File: config.mk
export PLATFORM = sky130hd
export DESIGN_NAME = mouse_pointer_accelerator
export DESIGN_NICKNAME = d
export VERILOG_FILES = /design/src/hdl/mpa_pkg.sv /design/src/hdl/mpa_mul.sv /design/src/hdl/mouse_pointer_accelerator.sv
export SDC_FILE = /design/constraint.sdc
export NUM_CORES = 2
export LEC_CHECK = 0
export ABC_AREA = 1
export BUFFER_PORTS_ARGS = -buffer_cell sky130_fd_sc_hd__buf_2
export CAP_MARGIN = 40
export CORE_ASPECT_RATIO = 1.4
export CORE_UTILIZATION = 40
export DETAILED_ROUTE_END_ITERATION = 16
export GPL_TIMING_DRIVEN = 0
export PLACE_DENSITY = 0.52
export SETUP_SLACK_MARGIN = 0.05
export SLEW_MARGIN = 20
export SYNTH_ARGS = -nofsm -noshare
export SYNTH_HDL_FRONTEND = slang
export SYNTH_SLANG_ARGS = --single-unit
export TNS_END_PERCENT = 100
File: constraint.sdc
create_clock -name clk_i -period 8.6 [get_ports clk_i]
set_input_delay 1.72 -clock clk_i [delete_from_list [all_inputs] [get_ports clk_i]]
set_output_delay 1.72 -clock clk_i [all_outputs]
set_load 0.02 [all_outputs]
File: src/hdl/mpa_pkg.sv
`default_nettype none

package mpa_pkg;

  // Field and register widths.
  localparam int COORD_BITS    = 13;
  localparam int ACC_BITS      = 24;
  localparam int SCREEN_BITS   = 14;
  localparam int GAIN_BITS     = 13;
  localparam int SPD_LO_BITS   = 7;
  localparam int SPD_HI_BITS   = 9;
  localparam int OP_BITS       = 2;
  localparam int CODE_BITS     = 10;
  localparam int VAL_BITS      = 16;
  localparam int BTN_BITS      = 5;
  localparam int HELD_BITS     = 3;
  localparam int CFG_IDX_BITS  = 3;
  localparam int CFG_DATA_BITS = 16;

  // Arithmetic widths. The gain is unsigned Q10.16.
  localparam int FRAC_BITS   = 16;
  localparam int GPROD_BITS  = 2 * GAIN_BITS;
  localparam int MUL_BITS    = (ACC_BITS > GPROD_BITS) ? ACC_BITS : GPROD_BITS;
  localparam int PROD_BITS   = 2 * MUL_BITS;
  localparam int SQ_BITS     = 2 * ACC_BITS;
  localparam int QBITS       = PROD_BITS - FRAC_BITS;
  localparam int QSUM_BITS   = QBITS + 1;
  localparam int CENTRE_BITS = ((SCREEN_BITS > COORD_BITS) ? SCREEN_BITS : COORD_BITS) + 1;

  typedef logic [COORD_BITS-1:0]         coord_t;
  typedef logic signed [ACC_BITS-1:0]    acc_t;
  typedef logic [SCREEN_BITS-1:0]        screen_t;
  typedef logic [CODE_BITS-1:0]          code_t;
  typedef logic signed [VAL_BITS-1:0]    val_t;

  localparam coord_t COORD_MAX = '1;

  // Operation codes.
  typedef enum logic [OP_BITS-1:0] {
    OP_AXIS   = 2'd0,
    OP_BUTTON = 2'd1,
    OP_BATCH  = 2'd2
  } op_e;

  // Configuration register indexes.
  typedef enum logic [CFG_IDX_BITS-1:0] {
    CFG_GAIN_NORMAL   = 3'd0,
    CFG_GAIN_BOOST    = 3'd1,
    CFG_SPEED_LOW     = 3'd2,
    CFG_SPEED_HIGH    = 3'd3,
    CFG_SCREEN_WIDTH  = 3'd4,
    CFG_SCREEN_HEIGHT = 3'd5
  } cfg_idx_e;

  // Event codes.
  localparam code_t CODE_REL_X   = 10'd0;
  localparam code_t CODE_REL_Y   = 10'd1;
  localparam code_t CODE_WHEEL   = 10'd8;
  localparam code_t CODE_BTN_L   = 10'd272;
  localparam code_t CODE_BTN_R   = 10'd273;
  localparam code_t CODE_BTN_M   = 10'd274;

  // Button mask bits.
  localparam logic [HELD_BITS-1:0] HELD_LEFT   = 3'b001;
  localparam logic [HELD_BITS-1:0] HELD_MIDDLE = 3'b010;
  localparam logic [HELD_BITS-1:0] HELD_RIGHT  = 3'b100;
  localparam logic [BTN_BITS-1:0]  BTN_WHEEL_UP   = 5'b01000;
  localparam logic [BTN_BITS-1:0]  BTN_WHEEL_DOWN = 5'b10000;

  typedef struct packed {
    logic [OP_BITS-1:0] operation;
    code_t              event_code;
    val_t               event_value;
  } in_item_t;

  typedef struct packed {
    coord_t              pointer_x;
    coord_t              pointer_y;
    logic [BTN_BITS-1:0] button_bits;
    logic                last_of_run;
  } out_item_t;

  // Operand pair for the shared multiplier.
  typedef struct packed {
    logic [MUL_BITS-1:0] a;
    logic [MUL_BITS-1:0] b;
  } mul_op_t;

  // Half of a screen size, saturated to the largest coordinate.
  function automatic coord_t centre_coord(screen_t size);
    logic [CENTRE_BITS-1:0] half;
    half = CENTRE_BITS'(size >> 1);
    if (half > CENTRE_BITS'(COORD_MAX)) begin
      return COORD_MAX;
    end
    return half[COORD_BITS-1:0];
  endfunction

endpackage

`default_nettype wire

File: src/hdl/mpa_mul.sv
`default_nettype none

module mpa_mul import mpa_pkg::*; (
  input  logic                 clk_i,
  input  mul_op_t              op_i,
  output logic [PROD_BITS-1:0] prod_o
);

  logic [PROD_BITS-1:0] prod_q;

  // Unsigned product, registered before anyone uses it.
  always_ff @(posedge clk_i) begin
    prod_q <= PROD_BITS'(op_i.a) * PROD_BITS'(op_i.b);
  end

  assign prod_o = prod_q;

endmodule

`default_nettype wire

File: src/hdl/mouse_pointer_accelerator.sv
`default_nettype none

// Mouse pointer accelerator.
// Input transactions carry relative mouse events (axis, button, end of batch).
// Output transactions carry the absolute pointer position and the button mask.
// A separate configuration channel writes the gain, speed threshold and screen
// size registers; it is always ready. The user must see that it is written only
// while the block is idle; the block itself does not enforce this. Button events
// and axis events other than the wheel leave the block idle, ready again on the
// next cycle. A wheel event gives two output transactions from the emit step,
// the first with the wheel bit set; the block is ready again after the second.
// An end of batch with motion steps through SQX, SQY, THH, THL, GAIN, SEL, SCX,
// SCY and POSY on one shared registered multiplier (two squares, two threshold
// squares, the gain product, two scaled deltas), then emits its result and
// takes the next input once idle again. A batch end without motion but with a
// button change goes straight to emit; a quiet batch end keeps the block idle.
// After reset both screen sizes are zero and every input transaction is
// accepted and dropped until both sizes are written; writing a size centres
// the pointer. When the receiver stalls, the last result waits in the output
// register while the block goes on; the block holds in its emit step only when
// a new result meets one that has not been taken.
module mouse_pointer_accelerator import mpa_pkg::*; (
  input  wire logic                     clk_i,
  input  wire logic                     rst_ni,
  input  wire logic                     in_valid_i,
  output logic                          in_ready_o,
  input  wire in_item_t                 in_data_i,
  output logic                          out_valid_o,
  input  wire logic                     out_ready_i,
  output out_item_t                     out_data_o,
  input  wire logic                     cfg_valid_i,
  output logic                          cfg_ready_o,
  input  wire logic [CFG_IDX_BITS-1:0]  cfg_index_i,
  input  wire logic [CFG_DATA_BITS-1:0] cfg_data_i
);

  typedef enum logic [10:0] {
    ST_IDLE = 11'b00000000001,
    ST_SQX  = 11'b00000000010,
    ST_SQY  = 11'b00000000100,
    ST_THH  = 11'b00000001000,
    ST_THL  = 11'b00000010000,
    ST_GAIN = 11'b00000100000,
    ST_SEL  = 11'b00001000000,
    ST_SCX  = 11'b00010000000,
    ST_SCY  = 11'b00100000000,
    ST_POSY = 11'b01000000000,
    ST_EMIT = 11'b10000000000
  } state_e;

  localparam logic [QSUM_BITS-1:0]  COORD_LIM = QSUM_BITS'(1) << COORD_BITS;
  localparam logic [GPROD_BITS-1:0] GAIN_ONE  = GPROD_BITS'(1) << FRAC_BITS;

  // Saturating add of an event delta into an accumulator.
  function automatic acc_t sat_add(acc_t acc, val_t v);
    logic signed [ACC_BITS:0] s;
    s = {acc[ACC_BITS-1], acc} + {{(ACC_BITS + 1 - VAL_BITS){v[VAL_BITS-1]}}, v};
    if (s[ACC_BITS] != s[ACC_BITS-1]) begin
      return s[ACC_BITS] ? {1'b1, {(ACC_BITS - 1){1'b0}}} : {1'b0, {(ACC_BITS - 1){1'b1}}};
    end
    return s[ACC_BITS-1:0];
  endfunction

  // Mask bit of a button code, zero for codes that are not buttons.
  function automatic logic [HELD_BITS-1:0] button_bit(code_t code);
    logic [HELD_BITS-1:0] bit_mask;
    bit_mask = '0;
    if (code == CODE_BTN_L) begin
      bit_mask = HELD_LEFT;
    end else if (code == CODE_BTN_M) begin
      bit_mask = HELD_MIDDLE;
    end else if (code == CODE_BTN_R) begin
      bit_mask = HELD_RIGHT;
    end
    return bit_mask;
  endfunction

  // Moves a coordinate by a scaled delta and clamps it to the screen.
  function automatic coord_t move_coord(coord_t pos, logic [QBITS-1:0] q, logic neg,
                                        screen_t size);
    logic [QSUM_BITS-1:0] lim;
    logic [QSUM_BITS-1:0] sum;
    logic [QBITS-1:0]     diff;
    lim  = (QSUM_BITS'(size) >= COORD_LIM) ? COORD_LIM : QSUM_BITS'(size);
    sum  = QSUM_BITS'(pos) + QSUM_BITS'(q);
    diff = QBITS'(pos) - q;
    if (neg) begin
      if (q > QBITS'(pos)) begin
        return '0;
      end
      return diff[COORD_BITS-1:0];
    end
    if (sum >= lim) begin
      sum = lim - QSUM_BITS'(1);
    end
    return sum[COORD_BITS-1:0];
  endfunction

  state_e                  state_q, state_d;
  logic [GAIN_BITS-1:0]    gain_n_q, gain_n_d;
  logic [GAIN_BITS-1:0]    gain_b_q, gain_b_d;
  logic [SPD_LO_BITS-1:0]  spd_lo_q, spd_lo_d;
  logic [SPD_HI_BITS-1:0]  spd_hi_q, spd_hi_d;
  screen_t                 width_q, width_d;
  screen_t                 height_q, height_d;
  coord_t                  pos_x_q, pos_x_d;
  coord_t                  pos_y_q, pos_y_d;
  logic [HELD_BITS-1:0]    held_q, held_d;
  acc_t                    sum_dx_q, sum_dx_d;
  acc_t                    sum_dy_q, sum_dy_d;
  logic                    btn_moved_q, btn_moved_d;
  logic                    wheel_q, wheel_d;
  logic [BTN_BITS-1:0]     wheel_bits_q, wheel_bits_d;
  logic                    out_valid_q, out_valid_d;
  out_item_t               out_data_q, out_data_d;

  logic [SQ_BITS-1:0]      sq_q;
  logic [GPROD_BITS-1:0]   gain_q;
  logic                    ge_hi_q;
  logic                    ge_lo_q;

  logic                    in_fire;
  logic                    cfg_fire;
  logic                    enabled;
  logic                    slot_free;
  logic                    moved;
  logic [ACC_BITS-1:0]     mag_x;
  logic [ACC_BITS-1:0]     mag_y;
  mul_op_t                 mul_op;
  logic [PROD_BITS-1:0]    prod;

  assign in_ready_o  = (state_q == ST_IDLE);
  assign cfg_ready_o = 1'b1;
  assign in_fire     = in_valid_i && in_ready_o;
  assign cfg_fire    = cfg_valid_i && cfg_ready_o;
  assign enabled     = (width_q != '0) && (height_q != '0);
  assign slot_free   = !out_valid_q || out_ready_i;
  assign moved       = (sum_dx_q != '0) || (sum_dy_q != '0);
  assign out_valid_o = out_valid_q;
  assign out_data_o  = out_data_q;

  // Magnitudes of the accumulated motion.
  assign mag_x = sum_dx_q[ACC_BITS-1] ? ACC_BITS'(-sum_dx_q) : ACC_BITS'(sum_dx_q);
  assign mag_y = sum_dy_q[ACC_BITS-1] ? ACC_BITS'(-sum_dy_q) : ACC_BITS'(sum_dy_q);

  // Operand selection for the shared multiplier.
  always_comb begin
    mul_op.a = '0;
    mul_op.b = '0;
    unique case (state_q)
      ST_SQX: begin
        mul_op.a = MUL_BITS'(mag_x);
        mul_op.b = MUL_BITS'(mag_x);
      end
      ST_SQY: begin
        mul_op.a = MUL_BITS'(mag_y);
        mul_op.b = MUL_BITS'(mag_y);
      end
      ST_THH: begin
        mul_op.a = MUL_BITS'(spd_hi_q);
        mul_op.b = MUL_BITS'(spd_hi_q);
      end
      ST_THL: begin
        mul_op.a = MUL_BITS'(spd_lo_q);
        mul_op.b = MUL_BITS'(spd_lo_q);
      end
      ST_GAIN: begin
        mul_op.a = MUL_BITS'(gain_n_q);
        mul_op.b = MUL_BITS'(gain_b_q);
      end
      ST_SCX: begin
        mul_op.a = MUL_BITS'(mag_x);
        mul_op.b = MUL_BITS'(gain_q);
      end
      ST_SCY: begin
        mul_op.a = MUL_BITS'(mag_y);
        mul_op.b = MUL_BITS'(gain_q);
      end
      default: begin
      end
    endcase
  end

  mpa_mul u_mul (
    .clk_i  (clk_i),
    .op_i   (mul_op),
    .prod_o (prod)
  );

  // Sequencer, event handling and configuration writes.
  always_comb begin
    state_d      = state_q;
    gain_n_d     = gain_n_q;
    gain_b_d     = gain_b_q;
    spd_lo_d     = spd_lo_q;
    spd_hi_d     = spd_hi_q;
    width_d      = width_q;
    height_d     = height_q;
    pos_x_d      = pos_x_q;
    pos_y_d      = pos_y_q;
    held_d       = held_q;
    sum_dx_d     = sum_dx_q;
    sum_dy_d     = sum_dy_q;
    btn_moved_d  = btn_moved_q;
    wheel_d      = wheel_q;
    wheel_bits_d = wheel_bits_q;
    out_valid_d  = out_valid_q;
    out_data_d   = out_data_q;

    if (out_valid_q && out_ready_i) begin
      out_valid_d = 1'b0;
    end

    unique case (state_q)
      ST_IDLE: begin
        if (in_fire && enabled) begin
          if (in_data_i.operation == OP_AXIS) begin
            if (in_data_i.event_code == CODE_REL_X) begin
              sum_dx_d = sat_add(sum_dx_q, in_data_i.event_value);
            end else if (in_data_i.event_code == CODE_REL_Y) begin
              sum_dy_d = sat_add(sum_dy_q, in_data_i.event_value);
            end else if (in_data_i.event_code == CODE_WHEEL) begin
              wheel_d      = 1'b1;
              wheel_bits_d = (in_data_i.event_value > 0) ? BTN_WHEEL_UP : BTN_WHEEL_DOWN;
              state_d      = ST_EMIT;
            end
          end else if (in_data_i.operation == OP_BUTTON) begin
            if (in_data_i.event_value != '0) begin
              held_d = held_q | button_bit(in_data_i.event_code);
            end else begin
              held_d = held_q & ~button_bit(in_data_i.event_code);
            end
            if (held_d != held_q) begin
              btn_moved_d = 1'b1;
            end
          end else if (in_data_i.operation == OP_BATCH) begin
            if (moved) begin
              state_d = ST_SQX;
            end else begin
              sum_dx_d    = '0;
              sum_dy_d    = '0;
              btn_moved_d = 1'b0;
              if (btn_moved_q) begin
                state_d = ST_EMIT;
              end
            end
          end
        end
      end
      ST_SQX:  state_d = ST_SQY;
      ST_SQY:  state_d = ST_THH;
      ST_THH:  state_d = ST_THL;
      ST_THL:  state_d = ST_GAIN;
      ST_GAIN: state_d = ST_SEL;
      ST_SEL:  state_d = ST_SCX;
      ST_SCX:  state_d = ST_SCY;
      ST_SCY: begin
        pos_x_d = move_coord(pos_x_q, prod[PROD_BITS-1:FRAC_BITS], sum_dx_q[ACC_BITS-1],
                             width_q);
        state_d = ST_POSY;
      end
      ST_POSY: begin
        pos_y_d     = move_coord(pos_y_q, prod[PROD_BITS-1:FRAC_BITS], sum_dy_q[ACC_BITS-1],
                                 height_q);
        sum_dx_d    = '0;
        sum_dy_d    = '0;
        btn_moved_d = 1'b0;
        state_d     = ST_EMIT;
      end
      ST_EMIT: begin
        if (slot_free) begin
          out_valid_d           = 1'b1;
          out_data_d.pointer_x  = pos_x_q;
          out_data_d.pointer_y  = pos_y_q;
          if (wheel_q) begin
            // Wheel press half of the pair.
            out_data_d.button_bits = BTN_BITS'(held_q) | wheel_bits_q;
            out_data_d.last_of_run = 1'b0;
            wheel_d                = 1'b0;
          end else begin
            out_data_d.button_bits = BTN_BITS'(held_q);
            out_data_d.last_of_run = 1'b1;
            state_d                = ST_IDLE;
          end
        end
      end
      default: state_d = ST_IDLE;
    endcase

    // Configuration writes; a size write centres the pointer.
    if (cfg_fire) begin
      unique case (cfg_index_i)
        CFG_GAIN_NORMAL:   gain_n_d = cfg_data_i[GAIN_BITS-1:0];
        CFG_GAIN_BOOST:    gain_b_d = cfg_data_i[GAIN_BITS-1:0];
        CFG_SPEED_LOW:     spd_lo_d = cfg_data_i[SPD_LO_BITS-1:0];
        CFG_SPEED_HIGH:    spd_hi_d = cfg_data_i[SPD_HI_BITS-1:0];
        CFG_SCREEN_WIDTH: begin
          width_d = cfg_data_i[SCREEN_BITS-1:0];
          pos_x_d = centre_coord(width_d);
          pos_y_d = centre_coord(height_d);
        end
        CFG_SCREEN_HEIGHT: begin
          height_d = cfg_data_i[SCREEN_BITS-1:0];
          pos_x_d  = centre_coord(width_d);
          pos_y_d  = centre_coord(height_d);
        end
        default: begin
        end
      endcase
    end
  end

  // Control and architectural state.
  always_ff @(posedge clk_i or negedge rst_ni) begin
    if (!rst_ni) begin
      state_q      <= ST_IDLE;
      gain_n_q     <= GAIN_BITS'(256);
      gain_b_q     <= GAIN_BITS'(512);
      spd_lo_q     <= SPD_LO_BITS'(4);
      spd_hi_q     <= SPD_HI_BITS'(20);
      width_q      <= '0;
      height_q     <= '0;
      pos_x_q      <= '0;
      pos_y_q      <= '0;
      held_q       <= '0;
      sum_dx_q     <= '0;
      sum_dy_q     <= '0;
      btn_moved_q  <= 1'b0;
      wheel_q      <= 1'b0;
      wheel_bits_q <= '0;
      out_valid_q  <= 1'b0;
    end else begin
      state_q      <= state_d;
      gain_n_q     <= gain_n_d;
      gain_b_q     <= gain_b_d;
      spd_lo_q     <= spd_lo_d;
      spd_hi_q     <= spd_hi_d;
      width_q      <= width_d;
      height_q     <= height_d;
      pos_x_q      <= pos_x_d;
      pos_y_q      <= pos_y_d;
      held_q       <= held_d;
      sum_dx_q     <= sum_dx_d;
      sum_dy_q     <= sum_dy_d;
      btn_moved_q  <= btn_moved_d;
      wheel_q      <= wheel_d;
      wheel_bits_q <= wheel_bits_d;
      out_valid_q  <= out_valid_d;
    end
  end

  // Output payload register.
  always_ff @(posedge clk_i) begin
    out_data_q <= out_data_d;
  end

  // Squared speed, threshold compares and gain selection.
  always_ff @(posedge clk_i) begin
    unique case (state_q)
      ST_SQY:  sq_q    <= prod[SQ_BITS-1:0];
      ST_THH:  sq_q    <= sq_q + prod[SQ_BITS-1:0];
      ST_THL:  ge_hi_q <= (PROD_BITS'(sq_q) >= prod);
      ST_GAIN: ge_lo_q <= (PROD_BITS'(sq_q) >= prod);
      ST_SEL: begin
        if (ge_hi_q) begin
          gain_q <= prod[GPROD_BITS-1:0];
        end else if (ge_lo_q) begin
          gain_q <= GPROD_BITS'({gain_n_q, 8'b0});
        end else begin
          gain_q <= GAIN_ONE;
        end
      end
      default: begin
      end
    endcase
  end

endmodule

`default_nettype wire

* Yosys cells after proc, flatten, opt, wreduce, memory -nomap -nowiden *
Cells that the tools add are included.

cells by class
  reductions and logical operators = 32
  equal/unequal tests = 46
  $lt $le $gt $ge = 11
  multiply operators = 1
  muxes and demuxes = 130
  bitwise gates (word level) = 7
  $add $sub $neg = 11

operators by type and width
  cell                    count
  $mux W24                18
  $pmux W50 S7            1
  $mux W13                21
  $mux W11                11
  $pmux W11 S11           1
  $pmux W24 S2            2
  $pmux W48 S2            1
  $add A13 B34 Y35        2
  $ge A35 B14 Y1          2
  $gt A34 B13 Y1          2
  $mux W3                 18
  $pmux W13 S2            2
  $add A24 B16 Y25        2
  $ge A48 B50 Y1          1
  $mul A24 B26 Y50        1
  $add A48 B48 Y48        1
  $neg A24 Y24            2
  $reduce_bool A24 Y1     2
  $mux W1                 47
  $gt A13 B13 Y1 const B  3
  $eq A10 B9 Y1 const B   3
  $ge A14 B14 Y1 const B  2
  $mux W14                2
  $reduce_bool A14 Y1     2
  52 further kinds        89

storage, ports and cells
  register bits after elaboration = 324
  input bits = 52

* Longest topological paths before layout *
  depth after elaboration = 22
  depth in mapped cells = 42
  depth with buffers taken out = 40

* Modules after synthesis *
Synthesis repeated with hierarchy kept, for this count alone.

unflattened totals
  cells, all modules = 7,414
  area, all modules = 52,061.2 um^2

by module, submodules not included
  module                     sequential area each (um^2)  cells each  area an instance (um^2)  times used
  mouse_pointer_accelerator  7,329.5                      3,919       26,639.3                 1
  mpa_mul                    1,041.0                      3,495       25,421.9                 1

* Least setup slack after synthesis *
Ideal clock, no wire load.

  path type = reg-to-reg
  start = register sum_dx_q[2]
  end = register u_mul.prod_q[48] (netlist: u_mul.prod_o[48])
  arrival = 7.617 ns
  required time = 8.528 ns
  path slack = 0.911 ns
  clock period less this slack = 7.689 ns
  cell stages (with the launch flop) = 39
  buffers on the path = 1
  setup time = 0.072 ns
  cells stage by stage = dfrtp_1 nor3_2 nand2_1 nor3_2 nand2_1 nor3_2 nand2_1 nand2_1 nand2_1 xor2_1 inv_1 o22ai_2 nor2_1 inv_1 buf_2 nand2_1 fa_1 inv_1 (+3 left out) inv_1 fa_1 fa_1 fa_1 inv_1 fa_1 inv_1 ha_1 nand2_1 inv_1 a21oi_1 o21a_1 inv_1 a21oi_1 a21boi_0 o21ai_0 a21oi_1 xor2_1

between the ends
  cells in the longest elaborated chain, start to end = 4

RTL lines
  what                    RTL line                          RTL
  start, declared         mouse_pointer_accelerator.sv:109  acc_t sum_dx_q, sum_dx_d;
  start signal, assigned  mouse_pointer_accelerator.sv:343  sum_dx_q <= sum_dx_d;
  $neg A24 Y24            mouse_pointer_accelerator.sv:143  assign mag_x = sum_dx_q[ACC_BITS-1] ? ACC_BITS'(-sum_dx_q) : ACC_BITS'(sum_dx_q);
  $mux W24 *              mouse_pointer_accelerator.sv:143
  $pmux W50 S7 *          mouse_pointer_accelerator.sv:150  unique case (state_q)
  $mul A24 B26 Y50 *      mpa_mul.sv:13                     prod_q <= PROD_BITS'(op_i.a) * PROD_BITS'(op_i.b);
  end signal, assigned    mpa_mul.sv:13
  end, declared           mpa_mul.sv:9                      logic [PROD_BITS-1:0] prod_q;

Mark *: on every way between the ends. The rest lies on a longest branch, timed or not.
A chain may end at the register's enable or synchronous reset.

* Worst setup path in the final report *
  start = register sum_dx_q[1]
  end = register u_mul.prod_q[46] (netlist: u_mul.prod_o[46])

Same word-level chain as after synthesis.

==> flow_metrics.tcl <==
set metrics [dict create \
    detail_route.wl_per_cell_um 23.2 \
    clock_path_buffers 3 \
    die_w_um 294 \
    grt_pass1_vias 45382 \
    routabilityCongestion 0.986 \
    yosysMostFrequentCell "nand2_1" \
    area.sequential_um2 8340 \
    yosys_warnings 0 \
    rows 149 \
    die_h_um 411 \
    status "complete, no violations" \
    synthArstFlopShare 0.508 \
    layout_min_cycle_time_ns 8.37 \
    wl_met3_um 8890 \
    arrival_ns 8.83 \
    initialDrtViolationCount 3243 \
    hold_class "flop to flop" \
    p_leak_nw 28.4 \
    drc 0 \
    drtAntennaViolNets 0 \
    crit_fanout 10 \
    cp_slowest_cell "fa_1" \
    grt_pass1_wl_um 288000 \
    setup_viol 0 \
    critPathRequiredTime_ns 9.06 \
    synth_cell_types 71 \
    yosysTopAreaCellShare 0.224 \
    coreArea_um2 118000 \
    max_freq_ghz 0.119 \
    stdcell_area_um2 55600 \
    n_antenna_cell 0 \
    wl_um 195000 \
    fillers 12078 \
    cp-end-kind "flop" \
    finClkSkew_ns 0.0335 \
    synth_area_um2 47700 \
    cap_violations 0 \
    ys_seq_area_frac 0.175 \
    io_buffers 83 \
    cts_max_level 2 \
    worst_pin_slew_ns 0.882 \
    ioPinCount 87 \
    ys.flop_type "dfrtp_1" \
    fin_setup_tns_ns 0 \
    vias 44656 \
    grt_max_degree 86 \
    slew_headroom 0.408 \
    area_growth_pct 16.4 \
    hpwlAfterDp_um 160000 \
    placedInstanceArea_um2 50500 \
    start_util 0.404 \
    place_inst 8148 \
    final_cells 8403 \
    cpMostUsedCell "fa_1" \
    overflow 0 \
    path_class "flop to flop" \
    post_drt_via_cell_ratio 5.31 \
    cts_tree "yes" \
    rsz0062_at_grt "yes" \
    met2WireLength_um 96700 \
    worstHoldStart "btn_moved_q$_DFFE_PN0P_" \
    synth_fp_nets 7468 \
    yosys.area.top_type "fa_1" \
    critPathMaxStageDelay_ns 0.61 \
    cts_root_buffer "clkbuf_16" \
    cts_hold_buf 0 \
    clk_latency_ns 0.60 \
    syn_inst 6456 \
    grt_use_total 0.324 \
    r2r_start "sum_dx_q[1]$_DFFE_PN0P_" \
    multi_input_area_um2 34800 \
    dr.pass1.iters 8 \
    crit_start "sum_dx_q[1]$_DFFE_PN0P_" \
    vdd_drop_max_mv 0.124 \
    hold_viol 0 \
    synth_area_leaders "fa_1, nand2_1, ha_1" \
    pwr_density_cell_nw_per_um2 141 \
    finalCritPeriodShare 0.974 \
    avgSynthCellArea_um2 7.39 \
    antenna_found_initial 2 \
    wl_met1_um 73900 \
    clock-sinks 321 \
    synth_common_cells "nand2_1, inv_1, nor2_1" \
    total_power_mw 7.83 \
    drive_above_1_share 0.131 \
    highest_layer "met5" \
    synth-seq-cells 321 \
    nNetsFinal 7800 \
    synth_edf_count 108 \
    crit_path_start_kind "flop" \
    cts.reportedPaths.clkPinSlew_ns 0.06 \
    cts_buffers 39 \
    slew_violations 0 \
    die-area_um2 121000 \
]
-- registers in the layout, summed over array words and instances, names as in the netlist, 2 cells and up --
register      cells
height_q         14
pos_x_q          13
pos_y_q          13
gain_b_q         13
state_q          11
sum_dx_q         24
width_q          14
spd_hi_q          9
sum_dy_q         24
sq_q             48
held_q            3
spd_lo_q          7
gain_n_q         13
gain_q           26
wheel_bits_q      2
u_mul.prod_o     50
out_data_o       32
-- layer usage --
layer | up-vias | GRT usage
met1 | 21908 | 0.372
met3 | 496 | 0.0299
met4 | 2 | 0.207
met2 | 1501 | 0.575
met5 | - | 0
li1 | 20749 | -
-- power breakdown --
group | internal, mW | switching (mW)
registers | 1.79 | 0.322
clock network | 1.05 | 0.776
logic | 1.35 | 2.54
total | 4.19 | 3.64
-- cells in the final DEF, fill, tap and decap left out, drive strengths merged, types with 64 or more instances in the layout --
cell type	synthesis	layout
inv	1314	1312
clkbuf	72	110
nand3	248	248
nand2	1504	1504
nor3	72	72
edfxtp	108	108
buf	104	402
xor2	153	153
fa	533	533
o21ai	363	363
ha	427	427
a21oi	351	351
nand4	64	64
nor2	602	602
dfrtp	157	157
-- through the flow --
step,setup WS (ns),hold slack (ns),util
floorplan,0.911,0.433,-
global placement,-2.04,0.465,0.425
detailed placement,-2.11,0.458,0.428
CTS,0.00978,0.481,0.456
global route,-0.0320,0.506,0.471
finish,0.228,0.489,0.471
-- area by class of cell --
type,count,share of cell area
Timing Repair Buffer,292,0.0430
Inverter,1322,0.0920
Buffer,175,0.0280
Multi-Input combinational cell,4637,0.627
Clock buffer,46,0.0184
Clock inverter,25,0.00586
Tap cell,1585,0.0357
Sequential cell,321,0.150
-- kinds of logic (layout without fill, tap and decap cells) --
family / count (synthesis) / in the layout / share of synthesized area
and+or+nand+nor: 2584 / 2584 / 0.226
buffers and inverters: 1498 / 1860 / 0.122
adders and majority gates: 960 / 960 / 0.336
AOI/OAI and AO/OA: 887 / 887 / 0.104
DFF: 321 / 321 / 0.175
xor gates and xnor gates: 203 / 203 / 0.0373
muxes: 2 / 2 / 0.000472
other: 1 / 1 / 0.0000786
-- final timing paths --
| kind | endpoint | slack, ns | cells past startpoint |
|---|---|---|---|
| max in group asynchronous | state_q[0]$_DFFE_PN1P_ | 6.60 | 2 |
| hold reg to reg | btn_moved_q$_DFFE_PN0P_ | 0.49 | 2 |
| setup / recovery | u_mul.prod_o[46]$_DFF_P_ | 0.23 | 36 |
| setup reg to reg | u_mul.prod_o[46]$_DFF_P_ | 0.23 | 36 |
| min in group asynchronous | pos_y_q[4]$_DFF_PN0_ | 1.09 | 1 |
| hold / removal | btn_moved_q$_DFFE_PN0P_ | 0.49 | 2 |
-- worst max-delay path, delay by kind of cell, from the launching register on --
kind / cells / cell delay, ns
fa+ha+maj: 8 / 4.00
simple gates: 14 / 1.83
buf+inv: 8 / 0.95
compound gates: 4 / 0.54
flops: 1 / 0.44
xor+xnor: 2 / 0.44
-- timing repair --
item                       in CTS  in global routing
setup endpoints to repair      36                 29
gates resized for setup       359                289
buffers inserted               86                 97
pin swaps                      60                174
gates cloned                    1                  2
Power figures use the tool's default switching activity.
